==> src/sv/fts_pkg.sv <==
package fts_pkg;

  // Sequencer states
  typedef enum logic [3:0] {
    ST_IDLE,
    ST_DIFF,
    ST_PROD,
    ST_CROSS,
    ST_SQINIT,
    ST_SQUARE,
    ST_SUM,
    ST_NINIT,
    ST_NORM,
    ST_EMIT
  } fts_state_e;

  // Last index of the product sequence and of the output beats
  localparam logic [2:0] PROD_LAST  = 3'd5;
  localparam logic [2:0] BEAT_LAST  = 3'd5;
  // First beat of the back face
  localparam logic [2:0] BACK_FIRST = 3'd3;

  // Beat order within a triangle
  localparam logic [2:0] BEAT_F_ORIGIN = 3'd0;
  localparam logic [2:0] BEAT_F_PRIOR  = 3'd1;
  localparam logic [2:0] BEAT_F_CUR    = 3'd2;
  localparam logic [2:0] BEAT_B_PRIOR  = 3'd3;
  localparam logic [2:0] BEAT_B_ORIGIN = 3'd4;
  localparam logic [2:0] BEAT_B_CUR    = 3'd5;

  localparam logic [1:0] SEEN_NONE   = 2'd0;
  localparam logic [1:0] SEEN_ORIGIN = 2'd1;
  localparam logic [1:0] SEEN_TWO    = 2'd2;

  localparam logic [2:0] COLOR_DEFAULT = 3'd7;

  // Commands from sequencer to datapath
  typedef struct packed {
    logic       in_ready;
    logic       diff_en;
    logic       prod_en;
    logic [2:0] idx;
    logic       cross_en;
    logic       sq_init;
    logic       sq_step;
    logic       sum_en;
    logic       norm_init;
    logic       norm_step;
    logic       out_load;
  } fts_cmd_t;

  // Status from datapath to sequencer
  typedef struct packed {
    logic tri_start;
    logic sq_done;
    logic norm_done;
    logic out_free;
  } fts_stat_t;

  // Palette lookup, RGB packed red high
  function automatic logic [23:0] palette_rgb(logic [2:0] idx);
    logic [23:0] rgb;
    case (idx)
      3'd0:    rgb = {8'd32,  8'd32,  8'd32};
      3'd1:    rgb = {8'd24,  8'd24,  8'd182};
      3'd2:    rgb = {8'd32,  8'd186, 8'd32};
      3'd3:    rgb = {8'd65,  8'd178, 8'd178};
      3'd4:    rgb = {8'd207, 8'd24,  8'd24};
      3'd5:    rgb = {8'd170, 8'd56,  8'd170};
      3'd6:    rgb = {8'd195, 8'd199, 8'd36};
      default: rgb = {8'd170, 8'd170, 8'd170};
    endcase
    return rgb;
  endfunction

endpackage

==> src/sv/fts_ctrl.sv <==
module fts_ctrl (
  input  logic              clk_i,
  input  logic              rst_ni,
  input  fts_pkg::fts_stat_t stat_i,
  output fts_pkg::fts_cmd_t  cmd_o
);

  fts_pkg::fts_state_e state_q, state_d;
  logic [2:0]          cnt_q, cnt_d;

  // State and step counter
  always_ff @(posedge clk_i or negedge rst_ni) begin
    if (!rst_ni) begin
      state_q <= fts_pkg::ST_IDLE;
      cnt_q   <= '0;
    end else begin
      state_q <= state_d;
      cnt_q   <= cnt_d;
    end
  end

  // Next state
  always_comb begin
    state_d = state_q;
    cnt_d   = cnt_q;
    case (state_q)
      fts_pkg::ST_IDLE: begin
        if (stat_i.tri_start) state_d = fts_pkg::ST_DIFF;
      end
      fts_pkg::ST_DIFF: begin
        state_d = fts_pkg::ST_PROD;
        cnt_d   = '0;
      end
      fts_pkg::ST_PROD: begin
        if (cnt_q == fts_pkg::PROD_LAST) begin
          state_d = fts_pkg::ST_CROSS;
        end else begin
          cnt_d = cnt_q + 3'd1;
        end
      end
      fts_pkg::ST_CROSS:  state_d = fts_pkg::ST_SQINIT;
      fts_pkg::ST_SQINIT: state_d = fts_pkg::ST_SQUARE;
      fts_pkg::ST_SQUARE: begin
        if (stat_i.sq_done) state_d = fts_pkg::ST_SUM;
      end
      fts_pkg::ST_SUM:   state_d = fts_pkg::ST_NINIT;
      fts_pkg::ST_NINIT: state_d = fts_pkg::ST_NORM;
      fts_pkg::ST_NORM: begin
        if (stat_i.norm_done) begin
          state_d = fts_pkg::ST_EMIT;
          cnt_d   = '0;
        end
      end
      fts_pkg::ST_EMIT: begin
        if (stat_i.out_free) begin
          if (cnt_q == fts_pkg::BEAT_LAST) begin
            state_d = fts_pkg::ST_IDLE;
          end else begin
            cnt_d = cnt_q + 3'd1;
          end
        end
      end
      default: state_d = fts_pkg::ST_IDLE;
    endcase
  end

  // Commands
  always_comb begin
    cmd_o           = '0;
    cmd_o.idx       = cnt_q;
    case (state_q)
      fts_pkg::ST_IDLE:   cmd_o.in_ready  = 1'b1;
      fts_pkg::ST_DIFF:   cmd_o.diff_en   = 1'b1;
      fts_pkg::ST_PROD:   cmd_o.prod_en   = 1'b1;
      fts_pkg::ST_CROSS:  cmd_o.cross_en  = 1'b1;
      fts_pkg::ST_SQINIT: cmd_o.sq_init   = 1'b1;
      fts_pkg::ST_SQUARE: cmd_o.sq_step   = !stat_i.sq_done;
      fts_pkg::ST_SUM:    cmd_o.sum_en    = 1'b1;
      fts_pkg::ST_NINIT:  cmd_o.norm_init = 1'b1;
      fts_pkg::ST_NORM:   cmd_o.norm_step = !stat_i.norm_done;
      fts_pkg::ST_EMIT:   cmd_o.out_load  = stat_i.out_free;
      default:            cmd_o.in_ready  = 1'b0;
    endcase
  end

  // Counter never runs past the six products or six beats
  a_cnt_range: assert property (@(posedge clk_i) disable iff (!rst_ni)
    (state_q == fts_pkg::ST_PROD || state_q == fts_pkg::ST_EMIT) |-> cnt_q <= 3'd5)
    else $error("step counter out of range");

  // A triangle is not left before its sixth beat is loaded
  a_emit_hold: assert property (@(posedge clk_i) disable iff (!rst_ni)
    (state_q == fts_pkg::ST_EMIT && cnt_q != fts_pkg::BEAT_LAST) |=>
      state_q == fts_pkg::ST_EMIT)
    else $error("emit left early");

  // Edge set-up always leads into the products
  a_diff_to_prod: assert property (@(posedge clk_i) disable iff (!rst_ni)
    state_q == fts_pkg::ST_DIFF |=> state_q == fts_pkg::ST_PROD)
    else $error("products skipped");

endmodule

==> config.mk <==
export PLATFORM = sky130hd
export DESIGN_NAME = fts_ctrl
export DESIGN_NICKNAME = d
export VERILOG_FILES = /design/src/sv/fts_pkg.sv /design/src/sv/fts_ctrl.sv
export SDC_FILE = /design/constraint.sdc
export NUM_CORES = 1
export LEC_CHECK = 0
export BUFFER_PORTS_ARGS = -buffer_cell sky130_fd_sc_hd__buf_2
export CORE_AREA = 2 2 39 41
export CTS_CLUSTER_SIZE = 40
export DETAILED_ROUTE_END_ITERATION = 6
export DIE_AREA = 0 0 41 43
export GPL_TIMING_DRIVEN = 0
export PLACE_DENSITY = 0.68
export SLEW_MARGIN = 10
export SYNTH_ARGS = -nofsm -noshare
export SYNTH_HDL_FRONTEND = slang
export SYNTH_SLANG_ARGS = --single-unit
==> constraint.sdc <==
create_clock -name clk_i -period 1.7 [get_ports clk_i]
set_input_delay 0 -clock clk_i [delete_from_list [all_inputs] [get_ports clk_i]]
set_output_delay 0 -clock clk_i [all_outputs]
set_load 0.1 [all_outputs]
== Yosys cells after proc, flatten, opt, wreduce, memory -nomap -nowiden ==
Cells that the tools add are included.

* Bits in registers: 7
* Bits in latches: 0
* RAM bits: 0
* Memory bits (read-only): 0
* Input bits: 6
* Output and inout bits: 13
* Logic and storage cells: 46
* Memories kept: 0

* $add $sub $neg: 1
* $mul: 0
* Div/mod/pow operators: 0
* Magnitude comparators: 0
* Eq/ne operators: 16
* Shifts and indexed selects: 0
* Multiplexer cells: 21
* Bitwise operators: 0
* Reductions and logical operators: 6

{| class="wikitable"
|+ Operator list
! cell !! number
|-
| case mux 4 bit (10 select lines) || 1
|-
| 2-to-1 mux 4 bit || 6
|-
| equality test 4 x 3 -> 1 bit (second input constant) || 4
|-
| != test 2 bit (second input constant) || 6
|-
| case mux 3 bit (4 select lines) || 1
|-
| 2-to-1 mux 1 bit || 10
|-
| 2-to-1 mux 3 bit || 3
|-
| equality test 4 x 2 -> 1 bit (second input constant) || 2
|-
| equality test 4 bit (second input constant) || 2
|-
| AND reduction 6 bit || 1
|-
| equality test 4 x 1 -> 1 bit (second input constant) || 1
|-
| zero test 4 bit || 1
|-
| nonzero test 4 bit || 1
|-
| adder 3 x 1 -> 3 bit (second input constant) || 1
|-
| equality test 3 bit (second input constant) || 1
|-
| AND reduction 3 bit || 1
|-
| zero test 1 bit || 2
|}

== Logic depth before layout (Yosys ltp) ==
* Word-level depth: 4
* Mapped depth: 5
* Depth with buffers taken out: 5

== Worst setup path before layout ==
Ideal clock, no wire load.

* Path type: reg2out
* Start: reg state_q[2]
* End: out cmd_o[1] (netlist bit)
* Arrival time: 3.617 ns
* Setup slack: -1.917 ns
* Stages on the path, launching flop included: 5
* Path buffers: 1
* Cells stage by stage: dfrtp_1 buf_2 inv_1 nand2_1 nor4_1

{| class="wikitable"
|+ RTL lines
! what !! RTL line !! RTL
|-
| start: declaration || fts_ctrl.sv:8 || <nowiki>fts_pkg::fts_state_e state_q, state_d;</nowiki>
|-
| start signal: assignment || fts_ctrl.sv:14 || <nowiki>state_q <= fts_pkg::ST_IDLE;</nowiki>
|-
| start signal: assignment || fts_ctrl.sv:17 || <nowiki>state_q <= state_d;</nowiki>
|-
| end: declaration || fts_ctrl.sv:5 || <nowiki>output fts_pkg::fts_cmd_t cmd_o</nowiki>
|}

==> reports/results.tsv <==
stage	metric	value	unit
placed_design	dp.cells	97	
job	drv_cap	0	
placed_design	place_ws	-57.6	ps
clock_tree	cts_tree	done	
route	viasPerCell	5.78	
critical_path	cp-start-kind	flip-flop	
synthesis	yosys.area.top_type	dfrtp_1	
global_routing	grt_pass1_wl	2370	µm
die	die_y	43	µm
die	num_rows	14	
route	num_vias	590	
layout	multiInputGateArea	417	µm²
route	wl_per_cell	15.0	µm
synthesis	ys_seq_area_frac	0.316	
timing	min_period	1690	ps
global_routing	antenna_found_initial	0	
critical_path	endpoint_kind	primary output	
timing	rsz0062_at_grt	true	
global_routing	grt_max_degree	11	
critical_path	slowest_delay	420	ps
critical_path	arrival	1690	ps
synthesis	synth-async-reset-ratio	1.00	
placed_design	port_buffers	18	
placed_design	place_hpwl	1130	µm
global_routing	grt_pass1_vias	481	
clock_tree	cts.path.max_buffers	2	
critical_path	criticalPathCategory	reg -> out	
timing	hold_viol	0	
critical_path	crit_chain	buf_2 > inv_1 > nand2_2 > nor4_4 > buf_6	
clock_tree	cts_buffers	3	
die	core-area	1380	µm²
timing	slew_viol_final	0	
timing	fin_ws	11.9	ps
die	die_w	41	µm
critical_path	critPathRequiredTime	1700	ps
layout	num_antenna_cells	0	
synthesis	yosys.area.top_type_share	0.316	
die	io_pins	19	
layout	nFillCells	123	
route	dr.pass1.iters	4	
clock_tree	cts-root-buf	clkbuf_4	
synthesis	syn_inst	63	
clock_tree	clock-sinks	7	
global_routing	grt_usage	0.195	
outcome	outcome	completed	
timing	finalClockSkew	2.63	ps
synthesis	synth_edf_count	0	
global_routing	overflow	0	
timing	fin_hold_ws	109	ps
route	drt_iter0_drc	15	
synthesis	ys_seq_elements	7	
clock_tree	clkSlewWorstSetupHoldPaths	50	ps
layout	syn_to_final_growth	48.8	%
clock_tree	h-tree-depth	1	
synthesis	yosysWarnings	0	
synthesis	syn-cell-area	554	µm²
synthesis	syn_avg_cell_area	8.80	µm²
placed_design	globalplace.congestion	0.793	
layout	drive_gt1_frac	0.453	
timing	fmaxAchievable	0.592	GHz
die	dieArea	1760	µm²
synthesis	ys_types	29	
clock_tree	clkLatencyLatePin	250	ps
route	drt_wl_total	1530	µm
synthesis	synth_area_leaders	dfrtp_1 (32%), nor3_1 (5.4%), a221oi_4 (4.7%)	
critical_path	cp_slowest_cell	dfrtp_1	
layout	final_cells	102	
layout	regArea	183	µm²
route	drc	0	
critical_path	cp_max_fo	10	
timing	fin_crit_sh	0.993	
synthesis	syn-num-nets	71	
layout	fin_util	0.596	
timing	worstMarginPinSlew	487	ps
synthesis	ys.flop_type	dfrtp_1	
die	start_util	0.401	
timing	setup_viol	0	
layout	fin_nets	95	
min_path	min_path_type	in -> async	
timing	relSlewSlack	0.678	
route	ant_nets	0	
==> sequential cells by signal, indices dropped and copies added, names as in the netlist <==
register,cells
state_q,4
cnt_q,3
==> stage by stage <==
step	setup TNS (ps)	area (µm²)
2_1_floorplan	-2490	628
3_3_place_gp	0	738
3_5_place_dp	-70.7	738
4_1_cts	0	807
5_1_grt	-345	825
6_report	0	825
==> synthesized netlist by cell type (all sizes together) (3+ instances only) <==
cell    instances
buf             4
nand2b          4
dfrtp           7
inv             3
nand2           4
nor3            6
nor4            3
nor2            4
==> cell families after synthesis <==
group	after synthesis	synth area share
compound gates	16	0.235
xor+xnor	1	0.0158
fa+ha+maj	2	0.0451
buf+inv	7	0.0564
flops	7	0.316
mux	1	0.0181
simple gates	29	0.314
==> layer usage <==
metal,GRT usage,vias up,wire [µm]
li1,-,285,-
met1,0.318,276,664
met2,0.284,27,775
met3,0.0157,2,80
met4,0.0200,0,8
met5,0,-,0
==> final cells by class <==
cell class | instances | share of cell area
Buffer | 4 | 0.0273
Clock buffer | 4 | 0.0319
Inverter | 3 | 0.0137
Multi-Input combinational cell | 49 | 0.505
Sequential cell | 7 | 0.222
Tap cell | 16 | 0.0243
Timing Repair Buffer | 19 | 0.176
==> placed cells by master, fill, tap and decap left out, drive strengths merged, types with 3 or more instances in the layout <==
cell type  Yosys  final
dfrtp          7      7
buf            4     21
nand2          4      4
inv            3      3
clkbuf         0      5
nor2           4      4
nor3           6      6
nor4           3      3
nand2b         4      4
==> worst paths after layout <==
check                                       start                endpoint  slack [ps]  depth (start not counted)
max reg2reg                state_q[1]$_DFFE_PN0P_    cnt_q[1]$_DFFE_PN0P_          50                          5
min                                        rst_ni    cnt_q[2]$_DFFE_PN0P_         110                          2
max                        state_q[2]$_DFFE_PN0P_                cmd_o[1]          10                          5
max in group asynchronous                  rst_ni    cnt_q[0]$_DFFE_PN0P_        1420                          2
min in group clk_i                      stat_i[2]  state_q[1]$_DFFE_PN0P_         130                          3
min reg2reg                  cnt_q[0]$_DFFE_PN0P_    cnt_q[0]$_DFFE_PN0P_         540                          1
==> critical path: cells and delay by family (launching register included) <==
family | cells | cell delay (ps)
flops | 1 | 420
simple gates | 2 | 320
buf+inv | 3 | 700
==> repair_timing <==
action | in CTS | in global routing
setup buffers | 0 | 0
gates resized for setup | 12 | 5
hold endpoints to repair | 7 | 0
endpoints found under the setup margin | 10 | 9
hold buffers | 1 | 0
Power is left out: the tool's default activity adds up to more than one toggle a clock period on the data nets, which glitch-free logic cannot reach.
